<file path="src/rtl/fpx_pkg.sv">
`timescale 1ns / 1ps
`default_nettype none

package fpx_pkg;

    // Parse phases of one frame
    typedef enum logic [2:0] {
        PH_HDR_H = 3'd0,
        PH_HDR_L = 3'd1,
        PH_CMD   = 3'd2,
        PH_LEN   = 3'd3,
        PH_DATA  = 3'd4,
        PH_CHK   = 3'd5
    } phase_t;

    // Result status codes
    typedef enum logic [2:0] {
        ST_DROP    = 3'd0,
        ST_FIELD   = 3'd1,
        ST_PAYLOAD = 3'd2,
        ST_REQ_OK  = 3'd3,
        ST_RSP_OK  = 3'd4,
        ST_CHK_ERR = 3'd5
    } status_t;

    // Register indexes (byte address / 4)
    typedef enum logic [1:0] {
        REG_REQ_HI = 2'd0,
        REG_REQ_LO = 2'd1,
        REG_RSP_HI = 2'd2,
        REG_RSP_LO = 2'd3
    } cfg_reg_t;

    localparam logic [7:0] REQ_HI_RST = 8'hAA;
    localparam logic [7:0] REQ_LO_RST = 8'h55;
    localparam logic [7:0] RSP_HI_RST = 8'hA5;
    localparam logic [7:0] RSP_LO_RST = 8'h5A;

    // Header values seen by the parser
    typedef struct packed {
        logic [7:0] req_hi;
        logic [7:0] req_lo;
        logic [7:0] rsp_hi;
        logic [7:0] rsp_lo;
    } hdr_cfg_t;

    // One result request
    typedef struct packed {
        status_t    status;
        logic [7:0] payload_byte;
        logic [7:0] payload_index;
        logic [7:0] command;
        logic [7:0] frame_length;
        logic       rsp_frame;
    } result_t;

endpackage

`default_nettype wire

</file>
<file path="src/rtl/fpx_cfg_regs.sv">
`timescale 1ns / 1ps
`default_nettype none

module fpx_cfg_regs (
    input  wire logic              aclk,
    input  wire logic              aresetn,
    input  wire logic              psel,
    input  wire logic              penable,
    input  wire logic              pwrite,
    input  wire logic [3:0]        paddr,
    input  wire logic [31:0]       pwdata,
    output logic [31:0]            prdata,
    output logic                   pready,
    output fpx_pkg::hdr_cfg_t      hdr_cfg
);

    fpx_pkg::hdr_cfg_t  cfg_reg;
    fpx_pkg::cfg_reg_t  reg_sel;
    logic               wr_en;

    assign pready  = 1'b1;
    assign wr_en   = psel && penable && pwrite;
    assign reg_sel = fpx_pkg::cfg_reg_t'(paddr[3:2]);
    assign hdr_cfg = cfg_reg;

    // Register writes
    always_ff @(posedge aclk) begin
        if (!aresetn) begin
            cfg_reg.req_hi <= fpx_pkg::REQ_HI_RST;
            cfg_reg.req_lo <= fpx_pkg::REQ_LO_RST;
            cfg_reg.rsp_hi <= fpx_pkg::RSP_HI_RST;
            cfg_reg.rsp_lo <= fpx_pkg::RSP_LO_RST;
        end else if (wr_en) begin
            case (reg_sel)
                fpx_pkg::REG_REQ_HI: cfg_reg.req_hi <= pwdata[7:0];
                fpx_pkg::REG_REQ_LO: cfg_reg.req_lo <= pwdata[7:0];
                fpx_pkg::REG_RSP_HI: cfg_reg.rsp_hi <= pwdata[7:0];
                fpx_pkg::REG_RSP_LO: cfg_reg.rsp_lo <= pwdata[7:0];
                default: ;
            endcase
        end
    end

    // Read mux
    always_comb begin
        prdata = 32'd0;
        case (reg_sel)
            fpx_pkg::REG_REQ_HI: prdata = {24'd0, cfg_reg.req_hi};
            fpx_pkg::REG_REQ_LO: prdata = {24'd0, cfg_reg.req_lo};
            fpx_pkg::REG_RSP_HI: prdata = {24'd0, cfg_reg.rsp_hi};
            fpx_pkg::REG_RSP_LO: prdata = {24'd0, cfg_reg.rsp_lo};
            default:             prdata = 32'd0;
        endcase
    end

endmodule

`default_nettype wire

</file>
<file path="src/rtl/fpx_parser.sv">
`timescale 1ns / 1ps
`default_nettype none

module fpx_parser (
    input  wire logic              aclk,
    input  wire logic              aresetn,
    input  wire logic              step_en,
    input  wire logic [7:0]        rx_byte,
    input  wire fpx_pkg::hdr_cfg_t hdr_cfg,
    output fpx_pkg::result_t       result
);

    fpx_pkg::phase_t phase_reg, phase_next;
    logic            resp_reg, resp_next;
    logic [7:0]      cmd_reg, cmd_next;
    logic [7:0]      len_reg, len_next;
    logic [7:0]      count_reg, count_next;
    logic [7:0]      xor_reg, xor_next;

    logic [7:0]      hdr_req;
    logic [7:0]      hdr_rsp;
    logic            req_hit;
    logic            rsp_hit;
    logic [7:0]      count_inc;

    // Header values for the current header phase
    assign hdr_req   = (phase_reg == fpx_pkg::PH_HDR_H) ? hdr_cfg.req_hi : hdr_cfg.req_lo;
    assign hdr_rsp   = (phase_reg == fpx_pkg::PH_HDR_H) ? hdr_cfg.rsp_hi : hdr_cfg.rsp_lo;
    assign req_hit   = (rx_byte == hdr_req);
    assign rsp_hit   = (rx_byte == hdr_rsp);
    assign count_inc = count_reg + 8'd1;

    // Parser state
    always_ff @(posedge aclk) begin
        if (!aresetn) begin
            phase_reg <= fpx_pkg::PH_HDR_H;
            resp_reg  <= 1'b0;
            cmd_reg   <= 8'd0;
            len_reg   <= 8'd0;
            count_reg <= 8'd0;
            xor_reg   <= 8'd0;
        end else if (step_en) begin
            phase_reg <= phase_next;
            resp_reg  <= resp_next;
            cmd_reg   <= cmd_next;
            len_reg   <= len_next;
            count_reg <= count_next;
            xor_reg   <= xor_next;
        end
    end

    // Next state and result for one byte
    always_comb begin
        phase_next           = phase_reg;
        resp_next            = resp_reg;
        cmd_next             = cmd_reg;
        len_next             = len_reg;
        count_next           = count_reg;
        xor_next             = xor_reg;
        result.status        = fpx_pkg::ST_DROP;
        result.payload_byte  = 8'd0;
        result.payload_index = 8'd0;
        result.command       = 8'd0;
        result.frame_length  = 8'd0;
        result.rsp_frame     = 1'b0;

        case (phase_reg)
            fpx_pkg::PH_HDR_H, fpx_pkg::PH_HDR_L: begin
                if (req_hit || rsp_hit) begin
                    // request kind wins when both match
                    resp_next     = !req_hit;
                    xor_next      = xor_reg ^ rx_byte;
                    phase_next    = (phase_reg == fpx_pkg::PH_HDR_H) ?
                                    fpx_pkg::PH_HDR_L : fpx_pkg::PH_CMD;
                    result.status = fpx_pkg::ST_FIELD;
                end else begin
                    phase_next = fpx_pkg::PH_HDR_H;
                    resp_next  = 1'b0;
                    cmd_next   = 8'd0;
                    len_next   = 8'd0;
                    count_next = 8'd0;
                    xor_next   = 8'd0;
                end
            end
            fpx_pkg::PH_CMD: begin
                cmd_next      = rx_byte;
                xor_next      = xor_reg ^ rx_byte;
                phase_next    = fpx_pkg::PH_LEN;
                result.status = fpx_pkg::ST_FIELD;
            end
            fpx_pkg::PH_LEN: begin
                len_next      = rx_byte;
                count_next    = 8'd0;
                xor_next      = xor_reg ^ rx_byte;
                // zero length skips the payload
                phase_next    = (rx_byte == 8'd0) ? fpx_pkg::PH_CHK : fpx_pkg::PH_DATA;
                result.status = fpx_pkg::ST_FIELD;
            end
            fpx_pkg::PH_DATA: begin
                result.payload_byte  = rx_byte;
                result.payload_index = count_reg;
                count_next           = count_inc;
                xor_next             = xor_reg ^ rx_byte;
                if (count_inc == len_reg) begin
                    phase_next = fpx_pkg::PH_CHK;
                end
                result.status        = fpx_pkg::ST_PAYLOAD;
            end
            fpx_pkg::PH_CHK: begin
                if (rx_byte == xor_reg) begin
                    result.status = resp_reg ? fpx_pkg::ST_RSP_OK : fpx_pkg::ST_REQ_OK;
                end else begin
                    result.status = fpx_pkg::ST_CHK_ERR;
                end
                phase_next = fpx_pkg::PH_HDR_H;
                resp_next  = 1'b0;
                cmd_next   = 8'd0;
                len_next   = 8'd0;
                count_next = 8'd0;
                xor_next   = 8'd0;
            end
            default: begin
                phase_next = fpx_pkg::PH_HDR_H;
                resp_next  = 1'b0;
                cmd_next   = 8'd0;
                len_next   = 8'd0;
                count_next = 8'd0;
                xor_next   = 8'd0;
            end
        endcase

        // frame end reports the frame just closed, else the updated fields
        if (phase_reg == fpx_pkg::PH_CHK) begin
            result.command      = cmd_reg;
            result.frame_length = len_reg;
            result.rsp_frame    = resp_reg;
        end else begin
            result.command      = cmd_next;
            result.frame_length = len_next;
            result.rsp_frame    = resp_next;
        end
    end

endmodule

`default_nettype wire

</file>
<file path="src/rtl/fpx_out_reg.sv">
`timescale 1ns / 1ps
`default_nettype none

module fpx_out_reg (
    input  wire logic             aclk,
    input  wire logic             aresetn,
    input  wire logic             load,
    input  wire fpx_pkg::result_t load_data,
    output logic                  can_load,
    output logic                  m_valid,
    input  wire logic             m_ready,
    output fpx_pkg::result_t      m_data
);

    logic             valid_reg;
    fpx_pkg::result_t data_reg;

    // Slot is free when empty or draining this cycle
    assign can_load = !valid_reg || m_ready;
    assign m_valid  = valid_reg;
    assign m_data   = data_reg;

    always_ff @(posedge aclk) begin
        if (!aresetn) begin
            valid_reg <= 1'b0;
        end else if (load) begin
            valid_reg <= 1'b1;
        end else if (m_ready) begin
            valid_reg <= 1'b0;
        end
    end

    always_ff @(posedge aclk) begin
        if (load) begin
            data_reg <= load_data;
        end
    end

endmodule

`default_nettype wire

</file>
<file path="src/rtl/framed_packet_parser_xor_unit.sv">
`timescale 1ns / 1ps
`default_nettype none

// Channel   Direction  Handshake            Payload
// s_        in         s_valid / s_ready    s_rx_byte[7:0]
// m_        out        m_valid / m_ready    m_status[2:0], m_payload_byte[7:0],
//                                           m_payload_index[7:0], m_command[7:0],
//                                           m_frame_length[7:0], m_rsp_frame
// APB       in/out     psel/penable/pready  paddr[3:0], pwdata/prdata[31:0]
//
// One byte in, one result out; a new byte can be taken every cycle while m_ready lets results drain.
// Each byte passes the input register, then the parse logic into the result register.
// The parse state advances when a byte moves from the input register to the result register.
// Stalls on m_ready back up through the result register to s_ready without bubbles.
// Synchronous active-low reset clears the parser and both valid flags and loads the header reset values.

module framed_packet_parser_xor_unit (
    input  wire logic        aclk,
    input  wire logic        aresetn,
    input  wire logic        s_valid,
    output logic             s_ready,
    input  wire logic [7:0]  s_rx_byte,
    output logic             m_valid,
    input  wire logic        m_ready,
    output logic [2:0]       m_status,
    output logic [7:0]       m_payload_byte,
    output logic [7:0]       m_payload_index,
    output logic [7:0]       m_command,
    output logic [7:0]       m_frame_length,
    output logic             m_rsp_frame,
    input  wire logic        psel,
    input  wire logic        penable,
    input  wire logic        pwrite,
    input  wire logic [3:0]  paddr,
    input  wire logic [31:0] pwdata,
    output logic [31:0]      prdata,
    output logic             pready
);

    logic              in_valid_reg;
    logic [7:0]        in_byte_reg;
    logic              can_load;
    logic              advance;
    fpx_pkg::hdr_cfg_t hdr_cfg;
    fpx_pkg::result_t  step_result;
    fpx_pkg::result_t  out_data;

    assign advance = in_valid_reg && can_load;
    assign s_ready = !in_valid_reg || advance;

    // Input register
    always_ff @(posedge aclk) begin
        if (!aresetn) begin
            in_valid_reg <= 1'b0;
        end else if (s_valid && s_ready) begin
            in_valid_reg <= 1'b1;
        end else if (advance) begin
            in_valid_reg <= 1'b0;
        end
    end

    always_ff @(posedge aclk) begin
        if (s_valid && s_ready) begin
            in_byte_reg <= s_rx_byte;
        end
    end

    fpx_cfg_regs u_cfg (
        .aclk    (aclk),
        .aresetn (aresetn),
        .psel    (psel),
        .penable (penable),
        .pwrite  (pwrite),
        .paddr   (paddr),
        .pwdata  (pwdata),
        .prdata  (prdata),
        .pready  (pready),
        .hdr_cfg (hdr_cfg)
    );

    fpx_parser u_parser (
        .aclk    (aclk),
        .aresetn (aresetn),
        .step_en (advance),
        .rx_byte (in_byte_reg),
        .hdr_cfg (hdr_cfg),
        .result  (step_result)
    );

    fpx_out_reg u_out (
        .aclk      (aclk),
        .aresetn   (aresetn),
        .load      (advance),
        .load_data (step_result),
        .can_load  (can_load),
        .m_valid   (m_valid),
        .m_ready   (m_ready),
        .m_data    (out_data)
    );

    assign m_status        = out_data.status;
    assign m_payload_byte  = out_data.payload_byte;
    assign m_payload_index = out_data.payload_index;
    assign m_command       = out_data.command;
    assign m_frame_length  = out_data.frame_length;
    assign m_rsp_frame     = out_data.rsp_frame;

    // Payload fields are zero outside payload results
    a_payload_zero: assert property (@(posedge aclk) disable iff (!aresetn)
        m_valid && (m_status != fpx_pkg::ST_PAYLOAD)
        |-> (m_payload_byte == 8'd0) && (m_payload_index == 8'd0))
        else $error("payload fields set outside payload result");

    // A dropped byte leaves the parser fully restarted
    a_drop_clears: assert property (@(posedge aclk) disable iff (!aresetn)
        m_valid && (m_status == fpx_pkg::ST_DROP)
        |-> (m_command == 8'd0) && (m_frame_length == 8'd0) && !m_rsp_frame)
        else $error("dropped byte did not clear held frame fields");

    // Payload index stays inside the declared length
    a_index_range: assert property (@(posedge aclk) disable iff (!aresetn)
        m_valid && (m_status == fpx_pkg::ST_PAYLOAD)
        |-> (m_payload_index < m_frame_length))
        else $error("payload index beyond frame length");

endmodule

`default_nettype wire

</file>
<file path="config.mk">
export PLATFORM = sky130hd
export DESIGN_NAME = framed_packet_parser_xor_unit
export DESIGN_NICKNAME = d
export VERILOG_FILES = /design/src/rtl/fpx_pkg.sv /design/src/rtl/fpx_cfg_regs.sv /design/src/rtl/fpx_parser.sv /design/src/rtl/fpx_out_reg.sv /design/src/rtl/framed_packet_parser_xor_unit.sv
export SDC_FILE = /design/constraint.sdc
export NUM_CORES = 1
export LEC_CHECK = 0
export BUFFER_PORTS_ARGS = -buffer_cell sky130_fd_sc_hd__clkbuf_2
export CORE_ASPECT_RATIO = 1.25
export CORE_MARGIN = 8
export CORE_UTILIZATION = 61
export CTS_BUF_LIST = sky130_fd_sc_hd__clkbuf_2
export DETAILED_ROUTE_END_ITERATION = 8
export GPL_ROUTABILITY_DRIVEN = 0
export GPL_TIMING_DRIVEN = 0
export PLACE_DENSITY = 0.88
export SLEW_MARGIN = 30
export SYNTH_ARGS = -nofsm -noshare
export SYNTH_HDL_FRONTEND = slang
export SYNTH_SLANG_ARGS = --single-unit
</file>
<file path="constraint.sdc">
create_clock -name aclk -period 6.15 [get_ports aclk]
set_input_delay 0.615 -clock aclk [delete_from_list [all_inputs] [get_ports aclk]]
set_output_delay 0.615 -clock aclk [all_outputs]
set_load 0.02 [all_outputs]
</file>
---- After elaboration in Yosys (flattened, before gate mapping) ----
Cells that the tools add are included.
storage, ports and cells
  register bits after elaboration ......... 114
  input bits .............................. 51
  output and inout port bits .............. 71
cells by class
  reduce and logical (&&, ||, !) cells .... 26
  add/subtract/negate cells ............... 1
  bitwise gates (word level) .............. 2
  mux-type cells .......................... 27
  equality and inequality tests ........... 14
operators by type and width
  operator               number
  $pmux W32 S4           1
  $pmux W8 S3            3
  $mux W8                6
  $eq A8 B8 Y1           4
  $pmux W3 S4            2
  $mux W17               1
  $pmux W8 S2            1
  $mux W3                4
  $reduce_and A2 Y1      5
  $add A8 B1 Y8 const B  1
  $logic_not A8 Y1       1
  $reduce_or A2 Y1       4
  $xor A8 B8 Y8          1
  $mux W1                7
  $eq A3 B2 Y1 const B   2
  $eq A3 B3 Y1 const B   2
  $eq A2 B2 Y1 const B   2
  $logic_and A1 B1 Y1    4
  $reduce_bool A2 Y1     2
  $eq A3 B1 Y1 const B   1
  $logic_not A1 Y1       3
  $logic_not A3 Y1       1
  $logic_or A1 B1 Y1     3
  $reduce_and A3 Y1      1
  8 further kinds        8

---- Logic depth before layout (Yosys ltp) ----
  word-level depth ........................ 7
  gate-level depth with buffers ........... 10

---- Hierarchy ----
From an unflattened synthesis, not the netlist that was laid out.
unflattened totals
  cell total of the unflattened synthesis .. 630
  area, all modules ....................... 6133.4 sq um
by module, submodules not included
  module                         area each (sq um)  cells an instance  sequential area each (sq um)  instances
  fpx_parser                     3000.4             407                720.7                         1
  fpx_cfg_regs                   1697.9             169                640.6                         1
  fpx_out_reg                    1129.8             40                 1101.1                        1
  framed_packet_parser_xor_unit  305.3              14                 260.2                         1

---- Worst setup path after synthesis ----
Ideal clock, no wire load.
  path kind ............................... in2reg
  start ................................... input port m_ready
  end ..................................... register u_out.data_reg, in the netlist u_out.m_data[0], enable pin
  cell stages on the path ................. 4
  data arrival time ....................... 2181 ps
  slack ................................... 3555 ps
  setup time .............................. 414 ps
  data required time ...................... 5736 ps
  path buffers ............................ 1
  cell sequence ........................... nor2b_1 > nand2b_1 > clkinv_1 > clkbuf_1
on the way
  longest elaborated chain between the ends .. 2
ends and longest elaborated chain
  what                  RTL line                             text
  start, declared       framed_packet_parser_xor_unit.sv:24  input wire logic m_ready,
  $logic_or A1 B1 Y1    fpx_out_reg.sv:19                    assign can_load = !valid_reg || m_ready;
  $logic_and A1 B1 Y1   framed_packet_parser_xor_unit.sv:48  assign advance = in_valid_reg && can_load;
  net advance           framed_packet_parser_xor_unit.sv:43  logic advance;
  end signal, assigned  fpx_out_reg.sv:35                    data_reg <= load_data;
  end, declared         fpx_out_reg.sv:16                    fpx_pkg::result_t data_reg;
The timed path passes the listed nets, and every way through them passes these cells.
A chain may end at the register's enable or synchronous reset.

---- Worst setup path after layout ----
  start ................................... register in_byte_reg[5]
  end ..................................... register u_parser.cmd_reg[3]
on the way
  longest elaborated chain between the ends .. 4
  elaborated cells on any way between the ends .. 5
ends and longest elaborated chain
  what                                    RTL line                             text
  start, declared                         framed_packet_parser_xor_unit.sv:41  logic [7:0] in_byte_reg;
  start signal, assigned                  framed_packet_parser_xor_unit.sv:64  in_byte_reg <= s_rx_byte;
  $eq A8 B8 Y1, on equally long branches  fpx_parser.sv:29, fpx_parser.sv:30
  $logic_or A1 B1 Y1 *                    fpx_parser.sv:69                     if (req_hit || rsp_hit) begin
  $mux W8 *                               fpx_parser.sv:69
  $pmux W8 S3 *                           fpx_parser.sv:67                     case (phase_reg)
  end signal, assigned                    fpx_parser.sv:45                     cmd_reg <= cmd_next;
  end, declared                           fpx_parser.sv:15                     logic [7:0] cmd_reg, cmd_next;
Mark *: on every way between the ends. The rest lies on a longest branch, timed or not.

==> results.sh <==
export IMPL_grtUsageTotal_pct=22.8
export IMPL_drive_above_1_share_pct=21.1
export IMPL_grt_overflow=0
export IMPL_port_buffers=69
export IMPL_clk_pin_slew_ns=0.16
export IMPL_place_ws_ns=3.36
export IMPL_crit_arrival_ns=3.49
export IMPL_ir_drop_uv=184
export IMPL_powerDensity_nw_per_um2=226
export IMPL_synth_edff_count=44
export IMPL_synth_cell_type_count=58
export IMPL_rows=39
export IMPL_drc=0
export IMPL_synth_main_ff_cell="dfxtp_1"
export IMPL_clkPwrFrac_pct=31.0
export IMPL_pwr_share_seq_pct=56.1
export IMPL_crit_path_cell_trace="clkbuf_1 -> xor2_1 -> nor4_2 -> a31oi_1 -> nor4b_4 -> a21oi_2 -> a221o_1 -> a31oi_1"
export IMPL_firstDrtPassIters=5
export IMPL_cpPeakStageDelay_ns=0.56
export IMPL_cts_root_buffer="clkbuf_2"
export IMPL_mappedNetlistArea_um2=5600
export IMPL_critPathSlowestCell="clkbuf_1"
export IMPL_dieHeight_um=123
export IMPL_ios=122
export IMPL_cpMostUsedCell="a31oi_1"
export IMPL_rsz0062_at_grt="false"
export IMPL_pwr_share_comb_pct=12.9
export IMPL_syn_inst=566
export IMPL_finalHoldViolCount=0
export IMPL_grt_pass1_vias=4601
export IMPL_required_ns=6.75
export IMPL_n_antenna_cell=0
export IMPL_placed_cells=782
export IMPL_yosysSeqAreaShare_pct=48.6
export IMPL_clock_fmax_mhz=346
export IMPL_cts_made_buffers=17
export IMPL_dp_hpwl_um=9900
export IMPL_yosys_warnings=0
export IMPL_die_area_um2=12500
export IMPL_finalMaxSlewViolations=0
export IMPL_switching_share_pct=26.9
export IMPL_clock_sinks=114
export IMPL_fin_nets=730
export IMPL_status="complete, no violations"
export IMPL_vias=4690
export IMPL_antenna_found_initial=0
export IMPL_via_per_inst=5.76
export IMPL_syn2layout_area_growth_pct=14.8
export IMPL_p_int_mw=1.06
export IMPL_core_um2=9030
export IMPL_maxCapViolations=0
export IMPL_n_fill_cell=679
export IMPL_die_w_um=102
export IMPL_synth_seq_cells=114
export IMPL_synthArstFlopShare_pct=0
export IMPL_grt_max_degree=31
export IMPL_final_cell_count_no_fill=814
export IMPL_power_switching_mw=0.390
export IMPL_finalInstanceArea_um2=6420
export IMPL_cts_tree="yes"
export IMPL_post_cts_setup_buffers=0
export IMPL_multi_input_area_um2=2580
export IMPL_worst_slew_pin_slew_ns=0.824
export IMPL_synthTopCellsByArea="dfxtp_1 25%, edfxtp_1 24%, nand2_1 5.2%"
export IMPL_postLayoutSetupSlackWorst_ns=3.26
export IMPL_synth_top_area_cell="dfxtp_1"
export IMPL_place_area_um2=6210
export IMPL_cts_buffer_depth=2
export IMPL_cts_resized=0
export IMPL_relSlewSlack_pct=45.1
export IMPL_wl_per_cell_um=17.0
export IMPL_grt_pass1_wl_um=21900
export IMPL_leakage_nw=2.63
export IMPL_worst_hold_slack_ns=0.0916
export IMPL_crit_path_end_kind="flip-flop"
export IMPL_clk_latency_ns=0.68
export IMPL_drtIter0Drc=437
export IMPL_p_total_mw=1.45
export IMPL_initial_core_util_pct=62.0
export IMPL_detail_route_antenna_nets=0
export IMPL_fin_setup_tns_ns=0
export IMPL_setup_viol=0
export IMPL_wirelength_um=13900
export IMPL_largest_reg_flops=36
export IMPL_syn_area_per_cell_um2=9.89
export IMPL_seq_area_um2=2720
export IMPL_cp_start_kind="flip-flop"
export IMPL_clock_skew_final_ns=0.0281
export IMPL_fin_crit_sh_pct=47.0
export IMPL_worstSetupPathType="reg -> reg"
export IMPL_synth_top_cell_area_share_pct=25.0
export IMPL_period_minus_slack_ns=2.89
export IMPL_cts_hold_buf=0
export IMPL_crit_fanout=10
export IMPL_hp_class="in -> reg"
export IMPL_htreeDepth=4
export IMPL_finish_utilization_pct=71.2
## worst max-delay path: cells and delay by family (launching register included)
kind / cells / cell delay, ns
XOR/XNOR: 1 / 0.18
flip-flops: 1 / 0.38
AO/OA/AOI/OAI: 4 / 1.02
AND/OR/NAND/NOR: 2 / 0.67
buffers and inverters: 1 / 0.56
## power groups by stage
stage	Combinational, mW	Sequential (mW)	Clock (mW)
floorplan	0.118	0.841	0
global route	0.199	0.817	0.489
global placement	0.176	0.830	0
detailed placement	0.182	0.830	0
finish	0.186	0.814	0.450
CTS	0.184	0.814	0.454
## path summary, 6_finish.rpt
kind                     from                  end  slack, ns  cells after the start
max reg2reg    in_byte_reg[5]  u_parser.cmd_reg[3]       3.26                      8
min              s_rx_byte[6]       in_byte_reg[6]       0.09                      1
max            in_byte_reg[5]  u_parser.cmd_reg[3]       3.26                      8
min reg2reg  u_cfg.hdr_cfg[9]     u_cfg.hdr_cfg[9]       0.49                      2
## metal layers
| metal | part of all wire, % | routed length (um) | track usage (%) |
|---|---|---|---|
| met2 | 50 | 6980 | 39.0 |
| met3 | 9.9 | 1370 | 6.48 |
| met5 | 0 | 0 | 0 |
| met4 | 4.2 | 580 | 14.0 |
| met1 | 36 | 4930 | 24.4 |
## layout make-up
cell class | instances | area share [%]
timing repair buffer | 70 | 5.80
tap | 123 | 2.40
clock buffer | 23 | 1.79
sequential | 114 | 42.4
multi-input combinational | 403 | 40.1
buffer | 58 | 5.24
clock inverter | 9 | 1.42
inverter | 14 | 0.818
## logic make-up after synthesis
kind of cell / synth area share [%]
AOI/OAI and AO/OA: 14.2
xor gates and xnor gates: 6.41
adders and majority gates: 0.223
buffers and inverters: 6.93
DFF: 48.6
muxes: 6.26
other: 0.134
and+or+nand+nor: 17.2
## layout by cell type, fill, tap and decap left out, types with 6 or more instances in the layout
| cell type | Yosys | final |
|---|---|---|
| nand2b_1 | 9 | 9 |
| nor3_1 | 7 | 6 |
| buf_4 | 25 | 25 |
| a32o_1 | 10 | 10 |
| o21ai_0 | 20 | 20 |
| edfxtp_1 | 44 | 44 |
| mux4_2 | 8 | 8 |
| clkbuf_2 | 0 | 93 |
| xnor2_1 | 28 | 28 |
| conb_1 | 2 | 25 |
| dfxtp_1 | 70 | 70 |
| nor2_1 | 44 | 44 |
| a22o_1 | 16 | 16 |
| nor2b_1 | 10 | 10 |
| a31oi_1 | 10 | 10 |
| buf_1 | 6 | 6 |
| mux2i_1 | 17 | 17 |
| a21oi_1 | 19 | 19 |
| nand2_1 | 77 | 77 |
| and2_1 | 18 | 18 |
| xor2_1 | 13 | 13 |
| inv_1 | 13 | 13 |
| nand3_1 | 18 | 18 |
| clkbuf_1 | 23 | 22 |
## synthesized netlist by cell type (9+ instances only)
| master | n |
|---|---|
| nand2b_1 | 9 |
| edfxtp_1 | 44 |
| a22o_1 | 16 |
| o21ai_0 | 20 |
| a32o_1 | 10 |
| a31oi_1 | 10 |
| xnor2_1 | 28 |
| nor2b_1 | 10 |
| xor2_1 | 13 |
| buf_4 | 25 |
| nor2_1 | 44 |
| nand2_1 | 77 |
| clkbuf_1 | 23 |
| nand3_1 | 18 |
| inv_1 | 13 |
| dfxtp_1 | 70 |
| mux2i_1 | 17 |
| and2_1 | 18 |
| a21oi_1 | 19 |
Power figures use the tool's default switching activity.
